File: src/rtl/core/gtw_pkg.sv
`default_nettype none

package gtw_pkg;

  localparam int unsigned MAX_WORD_DEF      = 16;
  localparam int unsigned MAX_PLACED_DEF    = 8192;
  localparam int unsigned GLYPH_ENTRIES_DEF = 95;

  localparam logic [7:0] FIRST_CODE = 8'd32;
  localparam logic [7:0] LAST_CODE  = 8'd126;
  localparam logic [7:0] CHAR_TAB   = 8'h09;
  localparam logic [7:0] CHAR_NL    = 8'h0A;
  localparam logic [7:0] CHAR_SPACE = 8'h20;

  localparam logic [23:0] MAX_WIDTH_RST = 24'd491520;
  localparam logic [23:0] SAT24         = 24'hFFFFFF;
  localparam logic [15:0] LINE_MAX      = 16'hFFFF;

  localparam logic [1:0] CMD_LOAD = 2'd0;
  localparam logic [1:0] CMD_TEXT = 2'd1;
  localparam logic [1:0] CMD_END  = 2'd2;

  localparam logic KIND_GLYPH = 1'b0;
  localparam logic KIND_LINE  = 1'b1;

  typedef enum logic [3:0] {
    ST_IDLE,
    ST_APPEND,
    ST_APPEND_ADD,
    ST_FLUSH,
    ST_FLUSH_NL,
    ST_RD_BUF,
    ST_RD_TAB,
    ST_BREAK,
    ST_PUT,
    ST_POST,
    ST_NEWLINE,
    ST_END,
    ST_SP_RD,
    ST_SP_ADD
  } state_t;

  typedef struct packed {
    logic        kind;
    logic [6:0]  glyph_id;
    logic [23:0] position;
    logic [15:0] line_number;
    logic        last;
  } rec_t;

  function automatic logic [23:0] sat_add24(input logic [23:0] a, input logic [23:0] b);
    logic [24:0] s;
    s = {1'b0, a} + {1'b0, b};
    return s[24] ? SAT24 : s[23:0];
  endfunction

endpackage

`default_nettype wire

File: src/rtl/core/gtw_if.sv
`default_nettype none

interface gtw_in_if;
  logic        valid;
  logic        ready;
  logic [1:0]  cmd;
  logic [6:0]  glyph_slot;
  logic [15:0] glyph_advance;
  logic        glyph_has_bitmap;
  logic [7:0]  char_code;

  modport source (output valid, cmd, glyph_slot, glyph_advance, glyph_has_bitmap, char_code,
                  input ready);
  modport sink (input valid, cmd, glyph_slot, glyph_advance, glyph_has_bitmap, char_code,
                output ready);
endinterface

interface gtw_out_if;
  logic        valid;
  logic        ready;
  logic        kind;
  logic [6:0]  glyph_id;
  logic [23:0] position;
  logic [15:0] line_number;
  logic        last;

  modport source (output valid, kind, glyph_id, position, line_number, last, input ready);
  modport sink (input valid, kind, glyph_id, position, line_number, last, output ready);
endinterface

interface gtw_cfg_if;
  logic        valid;
  logic        ready;
  logic [23:0] max_width;

  modport source (output valid, max_width, input ready);
  modport sink (input valid, max_width, output ready);
endinterface

`default_nettype wire

File: src/rtl/core/greedy_text_wrap_layout.sv
// A table load or ignored command is taken when idle; a word character is stored in the
// word buffer and its glyph advance added to the word width. A break character, end of
// text or a character at a full buffer first flushes the word, reading each character
// from the word buffer, then the glyph table. Input is taken only when idle; output
// stalls hold the flow only while a record waits. Reset (rst_n low, synchronous) clears
// pen, line, word and placed counters, restores max_width; the glyph table is kept.
`default_nettype none

module greedy_text_wrap_layout #(
  parameter int MAX_WORD      = gtw_pkg::MAX_WORD_DEF,
  parameter int MAX_PLACED    = gtw_pkg::MAX_PLACED_DEF,
  parameter int GLYPH_ENTRIES = gtw_pkg::GLYPH_ENTRIES_DEF
) (
  input wire logic  clk,
  input wire logic  rst_n,
  gtw_in_if.sink    in_ch,
  gtw_out_if.source out_ch,
  gtw_cfg_if.sink   cfg_ch
);

  localparam int LEN_W  = $clog2(MAX_WORD + 1);
  localparam int BUF_AW = $clog2(MAX_WORD);
  localparam int TAB_AW = (GLYPH_ENTRIES > 1) ? $clog2(GLYPH_ENTRIES) : 1;
  localparam int PL_W   = $clog2(MAX_PLACED + 1);

  gtw_pkg::state_t state_r, state_nxt;

  logic [1:0]       cmd_r, cmd_nxt;
  logic [7:0]       char_r, char_nxt;
  logic [LEN_W-1:0] word_len_r, word_len_nxt;
  logic [23:0]      word_width_r, word_width_nxt;
  logic [23:0]      pen_r, pen_nxt;
  logic [15:0]      line_r, line_nxt;
  logic [PL_W-1:0]  placed_r, placed_nxt;
  logic [LEN_W-1:0] idx_r, idx_nxt;
  logic             brk_r, brk_nxt;
  logic             code_ok_r, code_ok_nxt;
  logic [6:0]       code_id_r, code_id_nxt;
  logic [23:0]      max_width_r;

  // memory ports
  logic              tab_we, tab_re;
  logic [TAB_AW-1:0] tab_waddr, tab_raddr;
  logic [16:0]       tab_wdata, tab_rdata;
  logic              buf_we, buf_re;
  logic [BUF_AW-1:0] buf_waddr, buf_raddr;
  logic [7:0]        buf_wdata, buf_rdata;

  logic          emit;
  gtw_pkg::rec_t rec;
  logic          out_free;

  function automatic logic has_glyph(input logic [7:0] c);
    logic [7:0] off;
    off = c - gtw_pkg::FIRST_CODE;
    return (c >= gtw_pkg::FIRST_CODE) && (c <= gtw_pkg::LAST_CODE) &&
           (off < 8'(GLYPH_ENTRIES));
  endfunction

  logic [7:0]  chr_off, buf_off;
  logic        chr_ok, buf_ok;
  logic        is_nl, is_tab, is_sp;
  logic        in_is_break;
  logic        in_acc;
  logic [15:0] tab_adv;
  logic        tab_bm;
  logic [23:0] glyph_adv;
  logic [24:0] pen_adv_sum, pen_ww_sum;
  logic        pen_nz;
  logic        ww_over;
  logic        nb_nl, brk_nl, need_glyph, flush_last;
  logic [15:0] line_inc;

  assign chr_off = char_r - gtw_pkg::FIRST_CODE;
  assign buf_off = buf_rdata - gtw_pkg::FIRST_CODE;
  assign chr_ok  = has_glyph(char_r);
  assign buf_ok  = has_glyph(buf_rdata);

  assign is_nl  = (char_r == gtw_pkg::CHAR_NL);
  assign is_tab = (char_r == gtw_pkg::CHAR_TAB);
  assign is_sp  = is_tab || (char_r == gtw_pkg::CHAR_SPACE);

  assign in_is_break = (in_ch.char_code == gtw_pkg::CHAR_NL) ||
                       (in_ch.char_code == gtw_pkg::CHAR_SPACE) ||
                       (in_ch.char_code == gtw_pkg::CHAR_TAB);

  assign in_ch.ready = (state_r == gtw_pkg::ST_IDLE);
  assign in_acc      = in_ch.valid && in_ch.ready;

  assign tab_adv   = tab_rdata[15:0];
  assign tab_bm    = tab_rdata[16];
  assign glyph_adv = code_ok_r ? {8'd0, tab_adv} : 24'd0;

  assign pen_adv_sum = {1'b0, pen_r} + {1'b0, glyph_adv};
  assign pen_ww_sum  = {1'b0, pen_r} + {1'b0, word_width_r};
  assign pen_nz      = (pen_r != 24'd0);
  assign ww_over     = (word_width_r > max_width_r);

  // whole word moves to a new line
  assign nb_nl      = !ww_over && pen_nz && (pen_ww_sum > {1'b0, max_width_r});
  // over-wide word, broken before this character
  assign brk_nl     = pen_nz && (pen_adv_sum > {1'b0, max_width_r});
  assign need_glyph = code_ok_r && tab_bm && (placed_r < PL_W'(MAX_PLACED));
  assign flush_last = ((idx_r + LEN_W'(1)) == word_len_r);
  assign line_inc   = (line_r == gtw_pkg::LINE_MAX) ? line_r : line_r + 16'd1;

  // configuration
  assign cfg_ch.ready = 1'b1;

  always_ff @(posedge clk) begin
    if (!rst_n) begin
      max_width_r <= gtw_pkg::MAX_WIDTH_RST;
    end else if (cfg_ch.valid && cfg_ch.ready) begin
      max_width_r <= cfg_ch.max_width;
    end
  end

  // next state
  always_comb begin
    state_nxt = state_r;
    case (state_r)
      gtw_pkg::ST_IDLE: begin
        if (in_acc) begin
          case (in_ch.cmd)
            gtw_pkg::CMD_TEXT: begin
              if (in_is_break || (word_len_r >= LEN_W'(MAX_WORD))) begin
                state_nxt = gtw_pkg::ST_FLUSH;
              end else begin
                state_nxt = gtw_pkg::ST_APPEND;
              end
            end
            gtw_pkg::CMD_END: state_nxt = gtw_pkg::ST_FLUSH;
            default:          state_nxt = gtw_pkg::ST_IDLE;
          endcase
        end
      end
      gtw_pkg::ST_APPEND:     state_nxt = gtw_pkg::ST_APPEND_ADD;
      gtw_pkg::ST_APPEND_ADD: state_nxt = gtw_pkg::ST_IDLE;
      gtw_pkg::ST_FLUSH: begin
        if (word_len_r == '0) begin
          state_nxt = gtw_pkg::ST_POST;
        end else if (nb_nl) begin
          state_nxt = gtw_pkg::ST_FLUSH_NL;
        end else begin
          state_nxt = gtw_pkg::ST_RD_BUF;
        end
      end
      gtw_pkg::ST_FLUSH_NL: begin
        if (out_free) begin
          state_nxt = gtw_pkg::ST_RD_BUF;
        end
      end
      gtw_pkg::ST_RD_BUF: state_nxt = gtw_pkg::ST_RD_TAB;
      gtw_pkg::ST_RD_TAB: state_nxt = brk_r ? gtw_pkg::ST_BREAK : gtw_pkg::ST_PUT;
      gtw_pkg::ST_BREAK: begin
        if (!brk_nl || out_free) begin
          state_nxt = gtw_pkg::ST_PUT;
        end
      end
      gtw_pkg::ST_PUT: begin
        if (!need_glyph || out_free) begin
          state_nxt = flush_last ? gtw_pkg::ST_POST : gtw_pkg::ST_RD_BUF;
        end
      end
      gtw_pkg::ST_POST: begin
        if (cmd_r == gtw_pkg::CMD_END) begin
          state_nxt = gtw_pkg::ST_END;
        end else if (is_nl) begin
          state_nxt = gtw_pkg::ST_NEWLINE;
        end else if (is_sp) begin
          state_nxt = gtw_pkg::ST_SP_RD;
        end else begin
          state_nxt = gtw_pkg::ST_APPEND;
        end
      end
      gtw_pkg::ST_NEWLINE: begin
        if (out_free) begin
          state_nxt = gtw_pkg::ST_IDLE;
        end
      end
      gtw_pkg::ST_END: begin
        if (out_free) begin
          state_nxt = gtw_pkg::ST_IDLE;
        end
      end
      gtw_pkg::ST_SP_RD:  state_nxt = gtw_pkg::ST_SP_ADD;
      gtw_pkg::ST_SP_ADD: state_nxt = gtw_pkg::ST_IDLE;
      default:            state_nxt = gtw_pkg::ST_IDLE;
    endcase
  end

  // datapath and memory control
  always_comb begin
    cmd_nxt        = cmd_r;
    char_nxt       = char_r;
    word_len_nxt   = word_len_r;
    word_width_nxt = word_width_r;
    pen_nxt        = pen_r;
    line_nxt       = line_r;
    placed_nxt     = placed_r;
    idx_nxt        = idx_r;
    brk_nxt        = brk_r;
    code_ok_nxt    = code_ok_r;
    code_id_nxt    = code_id_r;
    tab_we         = 1'b0;
    tab_waddr      = in_ch.glyph_slot[TAB_AW-1:0];
    tab_wdata      = {in_ch.glyph_has_bitmap, in_ch.glyph_advance};
    tab_re         = 1'b0;
    tab_raddr      = '0;
    buf_we         = 1'b0;
    buf_waddr      = word_len_r[BUF_AW-1:0];
    buf_wdata      = char_r;
    buf_re         = 1'b0;
    buf_raddr      = idx_r[BUF_AW-1:0];
    emit           = 1'b0;
    rec            = '0;
    rec.kind       = gtw_pkg::KIND_LINE;
    rec.position   = pen_r;
    rec.line_number = line_r;
    case (state_r)
      gtw_pkg::ST_IDLE: begin
        if (in_acc) begin
          cmd_nxt  = in_ch.cmd;
          char_nxt = in_ch.char_code;
          if ((in_ch.cmd == gtw_pkg::CMD_LOAD) &&
              ({1'b0, in_ch.glyph_slot} < 8'(GLYPH_ENTRIES))) begin
            tab_we = 1'b1;
          end
        end
      end
      gtw_pkg::ST_APPEND: begin
        buf_we    = 1'b1;
        tab_re    = 1'b1;
        tab_raddr = chr_off[TAB_AW-1:0];
      end
      gtw_pkg::ST_APPEND_ADD: begin
        word_width_nxt = gtw_pkg::sat_add24(word_width_r, chr_ok ? {8'd0, tab_adv} : 24'd0);
        word_len_nxt   = word_len_r + LEN_W'(1);
      end
      gtw_pkg::ST_FLUSH: begin
        brk_nxt = ww_over;
        idx_nxt = '0;
      end
      gtw_pkg::ST_FLUSH_NL: begin
        if (out_free) begin
          emit     = 1'b1;
          line_nxt = line_inc;
          pen_nxt  = 24'd0;
        end
      end
      gtw_pkg::ST_RD_BUF: begin
        buf_re = 1'b1;
      end
      gtw_pkg::ST_RD_TAB: begin
        code_ok_nxt = buf_ok;
        code_id_nxt = buf_off[6:0];
        tab_re      = 1'b1;
        tab_raddr   = buf_off[TAB_AW-1:0];
      end
      gtw_pkg::ST_BREAK: begin
        if (brk_nl && out_free) begin
          emit     = 1'b1;
          line_nxt = line_inc;
          pen_nxt  = 24'd0;
        end
      end
      gtw_pkg::ST_PUT: begin
        rec.kind     = gtw_pkg::KIND_GLYPH;
        rec.glyph_id = code_id_r;
        if (!need_glyph || out_free) begin
          if (need_glyph) begin
            emit       = 1'b1;
            placed_nxt = placed_r + PL_W'(1);
          end
          pen_nxt = gtw_pkg::sat_add24(pen_r, glyph_adv);
          idx_nxt = idx_r + LEN_W'(1);
          if (flush_last) begin
            word_len_nxt   = '0;
            word_width_nxt = 24'd0;
          end
        end
      end
      gtw_pkg::ST_NEWLINE: begin
        if (out_free) begin
          emit     = 1'b1;
          line_nxt = line_inc;
          pen_nxt  = 24'd0;
        end
      end
      gtw_pkg::ST_END: begin
        rec.last = 1'b1;
        if (out_free) begin
          emit       = 1'b1;
          pen_nxt    = 24'd0;
          line_nxt   = 16'd0;
          placed_nxt = '0;
        end
      end
      gtw_pkg::ST_SP_RD: begin
        tab_re = 1'b1;
      end
      gtw_pkg::ST_SP_ADD: begin
        if (pen_nz) begin
          pen_nxt = gtw_pkg::sat_add24(pen_r,
                                       is_tab ? {6'd0, tab_adv, 2'b00} : {8'd0, tab_adv});
        end
      end
      default: begin
      end
    endcase
  end

  always_ff @(posedge clk) begin
    if (!rst_n) begin
      state_r      <= gtw_pkg::ST_IDLE;
      word_len_r   <= '0;
      word_width_r <= 24'd0;
      pen_r        <= 24'd0;
      line_r       <= 16'd0;
      placed_r     <= '0;
    end else begin
      state_r      <= state_nxt;
      word_len_r   <= word_len_nxt;
      word_width_r <= word_width_nxt;
      pen_r        <= pen_nxt;
      line_r       <= line_nxt;
      placed_r     <= placed_nxt;
    end
  end

  always_ff @(posedge clk) begin
    cmd_r     <= cmd_nxt;
    char_r    <= char_nxt;
    idx_r     <= idx_nxt;
    brk_r     <= brk_nxt;
    code_ok_r <= code_ok_nxt;
    code_id_r <= code_id_nxt;
  end

  // {has_bitmap, advance} per glyph
  gtw_ram #(
    .WIDTH (17),
    .DEPTH (GLYPH_ENTRIES)
  ) u_glyph_ram (
    .clk   (clk),
    .we    (tab_we),
    .waddr (tab_waddr),
    .wdata (tab_wdata),
    .re    (tab_re),
    .raddr (tab_raddr),
    .rdata (tab_rdata)
  );

  gtw_ram #(
    .WIDTH (8),
    .DEPTH (MAX_WORD)
  ) u_word_ram (
    .clk   (clk),
    .we    (buf_we),
    .waddr (buf_waddr),
    .wdata (buf_wdata),
    .re    (buf_re),
    .raddr (buf_raddr),
    .rdata (buf_rdata)
  );

  gtw_out_reg u_out_reg (
    .clk    (clk),
    .rst_n  (rst_n),
    .emit   (emit),
    .rec    (rec),
    .free   (out_free),
    .out_ch (out_ch)
  );

endmodule

`default_nettype wire

File: src/rtl/core/gtw_ram.sv
`default_nettype none

module gtw_ram #(
  parameter int WIDTH = 8,
  parameter int DEPTH = 16,
  localparam int AW = (DEPTH > 1) ? $clog2(DEPTH) : 1
) (
  input  wire logic             clk,
  input  wire logic             we,
  input  wire logic [AW-1:0]    waddr,
  input  wire logic [WIDTH-1:0] wdata,
  input  wire logic             re,
  input  wire logic [AW-1:0]    raddr,
  output logic      [WIDTH-1:0] rdata
);

  logic [WIDTH-1:0] mem [DEPTH];

  always_ff @(posedge clk) begin
    if (we) begin
      mem[waddr] <= wdata;
    end
    // read data holds until the next read
    if (re) begin
      rdata <= mem[raddr];
    end
  end

endmodule

`default_nettype wire

File: src/rtl/core/gtw_out_reg.sv
`default_nettype none

module gtw_out_reg (
  input  wire logic          clk,
  input  wire logic          rst_n,
  input  wire logic          emit,
  input  wire gtw_pkg::rec_t rec,
  output logic               free,
  gtw_out_if.source          out_ch
);

  logic          valid_r;
  logic          valid_nxt;
  gtw_pkg::rec_t rec_r;

  assign free = !valid_r || out_ch.ready;

  always_comb begin
    valid_nxt = valid_r;
    if (emit) begin
      valid_nxt = 1'b1;
    end else if (out_ch.ready) begin
      valid_nxt = 1'b0;
    end
  end

  always_ff @(posedge clk) begin
    if (!rst_n) begin
      valid_r <= 1'b0;
    end else begin
      valid_r <= valid_nxt;
    end
  end

  always_ff @(posedge clk) begin
    if (emit) begin
      rec_r <= rec;
    end
  end

  assign out_ch.valid       = valid_r;
  assign out_ch.kind        = rec_r.kind;
  assign out_ch.glyph_id    = rec_r.glyph_id;
  assign out_ch.position    = rec_r.position;
  assign out_ch.line_number = rec_r.line_number;
  assign out_ch.last        = rec_r.last;

endmodule

`default_nettype wire

File: src/flat_wrapper.sv
// flat-port wrapper written by rule: the top's interface ports become plain ports
module greedy_text_wrap_layout_flat 
#(
  parameter int MAX_WORD      = gtw_pkg::MAX_WORD_DEF,
  parameter int MAX_PLACED    = gtw_pkg::MAX_PLACED_DEF,
  parameter int GLYPH_ENTRIES = gtw_pkg::GLYPH_ENTRIES_DEF
)
  (clk, rst_n, in_ch_valid, in_ch_cmd, in_ch_glyph_slot, in_ch_glyph_advance, in_ch_glyph_has_bitmap, in_ch_char_code, in_ch_ready, out_ch_valid, out_ch_kind, out_ch_glyph_id, out_ch_position, out_ch_line_number, out_ch_last, out_ch_ready, cfg_ch_valid, cfg_ch_max_width, cfg_ch_ready);
  gtw_in_if in_ch_i ();
  gtw_out_if out_ch_i ();
  gtw_cfg_if cfg_ch_i ();
  input wire logic clk;
  input wire logic rst_n;
  input wire logic [$bits(in_ch_i.valid)-1:0] in_ch_valid;
  input wire logic [$bits(in_ch_i.cmd)-1:0] in_ch_cmd;
  input wire logic [$bits(in_ch_i.glyph_slot)-1:0] in_ch_glyph_slot;
  input wire logic [$bits(in_ch_i.glyph_advance)-1:0] in_ch_glyph_advance;
  input wire logic [$bits(in_ch_i.glyph_has_bitmap)-1:0] in_ch_glyph_has_bitmap;
  input wire logic [$bits(in_ch_i.char_code)-1:0] in_ch_char_code;
  output wire logic [$bits(in_ch_i.ready)-1:0] in_ch_ready;
  output wire logic [$bits(out_ch_i.valid)-1:0] out_ch_valid;
  output wire logic [$bits(out_ch_i.kind)-1:0] out_ch_kind;
  output wire logic [$bits(out_ch_i.glyph_id)-1:0] out_ch_glyph_id;
  output wire logic [$bits(out_ch_i.position)-1:0] out_ch_position;
  output wire logic [$bits(out_ch_i.line_number)-1:0] out_ch_line_number;
  output wire logic [$bits(out_ch_i.last)-1:0] out_ch_last;
  input wire logic [$bits(out_ch_i.ready)-1:0] out_ch_ready;
  input wire logic [$bits(cfg_ch_i.valid)-1:0] cfg_ch_valid;
  input wire logic [$bits(cfg_ch_i.max_width)-1:0] cfg_ch_max_width;
  output wire logic [$bits(cfg_ch_i.ready)-1:0] cfg_ch_ready;
  assign in_ch_i.valid = in_ch_valid;
  assign in_ch_i.cmd = in_ch_cmd;
  assign in_ch_i.glyph_slot = in_ch_glyph_slot;
  assign in_ch_i.glyph_advance = in_ch_glyph_advance;
  assign in_ch_i.glyph_has_bitmap = in_ch_glyph_has_bitmap;
  assign in_ch_i.char_code = in_ch_char_code;
  assign in_ch_ready = in_ch_i.ready;
  assign out_ch_valid = out_ch_i.valid;
  assign out_ch_kind = out_ch_i.kind;
  assign out_ch_glyph_id = out_ch_i.glyph_id;
  assign out_ch_position = out_ch_i.position;
  assign out_ch_line_number = out_ch_i.line_number;
  assign out_ch_last = out_ch_i.last;
  assign out_ch_i.ready = out_ch_ready;
  assign cfg_ch_i.valid = cfg_ch_valid;
  assign cfg_ch_i.max_width = cfg_ch_max_width;
  assign cfg_ch_ready = cfg_ch_i.ready;
  greedy_text_wrap_layout #(.MAX_WORD(MAX_WORD), .MAX_PLACED(MAX_PLACED), .GLYPH_ENTRIES(GLYPH_ENTRIES)) u_core (.clk(clk), .rst_n(rst_n), .in_ch(in_ch_i), .out_ch(out_ch_i), .cfg_ch(cfg_ch_i));
endmodule
File: config.mk
export PLATFORM = sky130hd
export DESIGN_NAME = greedy_text_wrap_layout_flat
export DESIGN_NICKNAME = d
export VERILOG_FILES = /design/src/rtl/core/gtw_pkg.sv /design/src/rtl/core/gtw_if.sv /design/src/rtl/core/greedy_text_wrap_layout.sv /design/src/rtl/core/gtw_ram.sv /design/src/rtl/core/gtw_out_reg.sv /design/src/flat_wrapper.sv
export SDC_FILE = /design/constraint.sdc
export NUM_CORES = 2
export LEC_CHECK = 0
export BUFFER_PORTS_ARGS = -buffer_cell sky130_fd_sc_hd__clkbuf_2
export CAP_MARGIN = 10
export CORE_MARGIN = 4
export CORE_UTILIZATION = 57
export CTS_CLUSTER_SIZE = 24
export DETAILED_ROUTE_END_ITERATION = 8
export PLACE_DENSITY = 0.76
export SYNTH_ARGS = -nofsm -noshare
export SYNTH_HDL_FRONTEND = slang
export SYNTH_SLANG_ARGS = --single-unit
File: constraint.sdc
create_clock -name clk -period 6.3 [get_ports clk]
set_input_delay 1.26 -clock clk [delete_from_list [all_inputs] [get_ports clk]]
set_output_delay 1.26 -clock clk [all_outputs]
set_load 0.01 [all_outputs]
==> impl_metrics.py <==
metrics = {
    "timing": {
        "max_slew_margin": 0.153,
        "skew_ns": 0.0613,
        "min_period_ns": 5.68,
        "rsz0062_at_grt": "false",
        "tns_ns": 0,
        "fin_crit_sh": 0.902,
        "setup_viol": 0,
        "hold_viol_final": 0,
        "tightest_slew_ns": 1.27,
        "fmax_mhz": 176,
        "drv_slew": 0,
        "fin_ws_ns": 0.618,
    },
    "setup_path": {
        "cp_top_family": "simple AND/OR/NAND/NOR gates",
        "r2r_slack_ns": 0.62,
        "reg2regPathDepth": 21,
        "cp-start-kind": "flop",
        "required_ns": 7.00,
        "worstPathArrival_ns": 6.39,
        "worstPathCellList": "buf_4 -> and2_1 -> ha_1 -> inv_1 -> fa_1 -> nand2b_1 -> a21o_1 -> a21o_1 -> a32oi_1 -> a21boi_0 -> xnor2_1 -> ha_1 -> nand4_1 -> or4_1 -> a31oi_1 -> o41ai_1 -> o22ai_2 -> a21o_1 -> nand2_1 -> or4_1 -> a21oi_1",
        "cp_slowest_stage_delay_ns": 0.59,
        "path_class": "flop to flop",
        "worst-path-stages": 21,
        "cp_slowest_cell": "or4_1",
        "cp-end-kind": "flop",
        "cp_max_fo": 20,
        "cp_num_buf_inv": 2,
        "path_common_cell": "a21o_1",
    },
    "hold_path": {
        "hold_path.class": "flop to flop",
        "whs_path_depth": 0,
    },
    "routing": {
        "dr.pass1.iters": 5,
        "vias_per_cell": 6.54,
        "drc": 0,
        "avgRoutedWirePerCell_um": 28.9,
        "wl_met3_um": 18900,
        "wl_met2_um": 97900,
        "drt.antenna.violating_nets": 0,
        "num_vias": 46154,
        "drtIter0Drc": 5820,
        "highest_layer": "met5",
        "routed_wl_um": 204000,
        "met1Wirelength_um": 78900,
    },
    "synthesis": {
        "netlist_area_sq_um": 81000,
        "netlist.area_leader.share": 0.682,
        "ys_warn_count": 0,
        "synth_edf_count": 1841,
        "ys_ff_latch": 1953,
        "async_flop_share": 0,
        "yosysMostFrequentCell": "edfxtp_1",
        "syn_area_per_cell_sq_um": 17.2,
        "netlist_top_cells_count": "edfxtp_1, mux4_2, nand2_1",
        "synth_ff_type": "edfxtp_1",
        "ys_types": 76,
        "syn_inst": 4725,
        "synth.yosys.seq_area_share": 0.710,
        "syn-num-nets": 4952,
        "synth_area_leaders": "edfxtp_1, mux4_2, dfxtp_1",
        "yosys.area.top_type": "edfxtp_1",
    },
    "cts": {
        "cts_max_level": 4,
        "cts_buffers": 187,
        "clkTransAtPathRegs_ns": 0.06,
        "clock_sinks": 1953,
        "post_cts.repair.setup_buffers": 0,
        "hold_buffers": 0,
        "cts_resized": 0,
        "tritoncts": "done",
        "cts_buffer_depth": 3,
        "clock_latency_ns": 0.83,
        "clock_tree.root_cell": "clkbuf_16",
    },
    "power_and_ir_drop": {
        "power.switching_w": 0.0106,
        "pwr-share-clk": 0.319,
        "finalPower_w": 0.0351,
        "p_int_w": 0.0245,
        "comb_power_share": 0.250,
        "power_density_nw_per_um2": 385,
        "switching_share": 0.302,
        "p_leak_nw": 30.2,
        "pwr-share-seq": 0.431,
        "vdd_drop_max_uv": 282,
    },
    "status": {
        "outcome": "complete, no violations",
    },
    "cells_and_area": {
        "finish.utilization": 0.644,
        "layout-drive-gt1-share": 0.201,
        "syn2layout_area_growth_pct": 12.3,
        "final_cells": 7055,
        "nets": 5231,
    },
    "grt": {
        "grt_first_pass_wirelength_um": 303000,
        "antenna_found_initial": 4,
        "grt_max_degree": 96,
        "grt.total_usage": 0.277,
        "grt_pass1_vias": 45829,
        "gr-total-overflow": 0,
    },
    "floorplanning": {
        "die_area_sq_um": 148000,
        "initial_utilization": 0.573,
        "core.rowCount": 138,
        "chipWidth_um": 385,
        "fp.dieH_um": 385,
        "core-area_sq_um": 141000,
        "ios": 115,
    },
    "placed_design": {
        "place_hpwl_um": 125000,
        "dp_worst_setup_slack_ns": 0.717,
        "io_buffers": 113,
        "dp_cells": 6705,
        "gp_congestion": 0.929,
    },
    "flow_run": {
        "drv_cap": 0,
    },
}
[sequential cells by signal, indices dropped and copies added (netlist names), 4 cells and up]
| register | flops |
|---|---|
| u_core.code_id_r | 7 |
| u_core.line_r | 16 |
| u_core.state_r | 4 |
| u_core.u_out_reg.out_ch.position | 24 |
| u_core.u_out_reg.out_ch.line_number | 16 |
| u_core.pen_r | 24 |
| u_core.u_glyph_ram.rdata | 17 |
| u_core.idx_r | 5 |
| u_core.u_glyph_ram.mem | 1615 |
| u_core.u_word_ram.mem | 128 |
| u_core.placed_r | 14 |
| u_core.max_width_r | 24 |
| u_core.word_len_r | 5 |
| u_core.buf_wdata | 8 |
| u_core.word_width_r | 24 |
| u_core.u_word_ram.rdata | 8 |
| u_core.u_out_reg.out_ch.glyph_id | 7 |
[layout make-up]
class,instances,area (sq um)
Clock buffer,232,4940
Fill cell,9400,50400
Antenna cell,5,12.5
Inverter,79,297
Tap cell,1890,2360
Timing Repair Buffer,315,2300
Sequential cell,1953,57500
Multi-Input combinational cell,2468,22300
Clock inverter,113,1220
[power by group through the flow]
stage	Clock [W]	Sequential (W)	Combinational, W
final	0.0112	0.0151	0.00876
after global routing	0.0119	0.0151	0.00936
after CTS	0.0113	0.0151	0.00869
after detailed placement	0	0.0154	0.00862
after global placement	0	0.0153	0.00848
after floorplan	0	0.0152	0.00567
[routing by layer]
| layer | global-route usage | vias to the layer above |
|---|---|---|
| met4 | 0.103 | 2 |
| met3 | 0.0499 | 401 |
| li1 | - | 19599 |
| met2 | 0.439 | 2661 |
| met1 | 0.391 | 23491 |
| met5 | 0 | - |
[path summary, 6_finish.rpt]
kind | start | end
worst min register to register | u_core.line_r[12]$_SDFFE_PN0P_ | u_core.u_out_reg.out_ch.line_number[12]$_DFFE_PP_
worst max-delay path | u_core.code_ok_r$_DFFE_PN_ | u_core.line_r[7]$_SDFFE_PN0P_
worst min-delay path | u_core.line_r[12]$_SDFFE_PN0P_ | u_core.u_out_reg.out_ch.line_number[12]$_DFFE_PP_
worst max register to register | u_core.code_ok_r$_DFFE_PN_ | u_core.line_r[7]$_SDFFE_PN0P_
[placed cells by master, fill, tap and decap left out, drive strengths merged, types with 13 or more instances in the layout]
cell	count
a21oi	202
nor3	51
nand2	339
nor4	26
clkbuf	328
and2	56
xor2	44
mux2i	60
a221oi	14
o211ai	21
edfxtp	1841
a211oi	50
or3	13
o22ai	45
nor2b	21
o21ai	178
bufinv	19
nand2b	15
o21a	26
a311oi	18
xnor2	45
a22oi	81
and3	32
mux2	14
nor2	242
inv	81
dfxtp	112
ha	160
mux4	411
a31oi	52
nand4	24
buf	219
a21o	37
clkinv	81
nand3	75
[cell families after synthesis]
kind of cell    after synthesis  synth area share
flops                      1953             0.710
simple gates                925            0.0522
compound gates              804            0.0629
mux                         485             0.124
buf+inv                     304            0.0161
fa+ha+maj                   164            0.0257
xor+xnor                     89           0.00962
other cells                   1         0.0000463
[metrics by stage]
step / instance area [sq um] / hold WS [ns]
5_1_grt: 91000 / 0.509
2_1_floorplan: 81000 / 0.428
4_1_cts: 91000 / 0.477
3_5_place_dp: 84800 / 0.464
3_3_place_gp: 84800 / 0.464
6_report: 91000 / 0.485
Power figures use the tool's default switching activity.
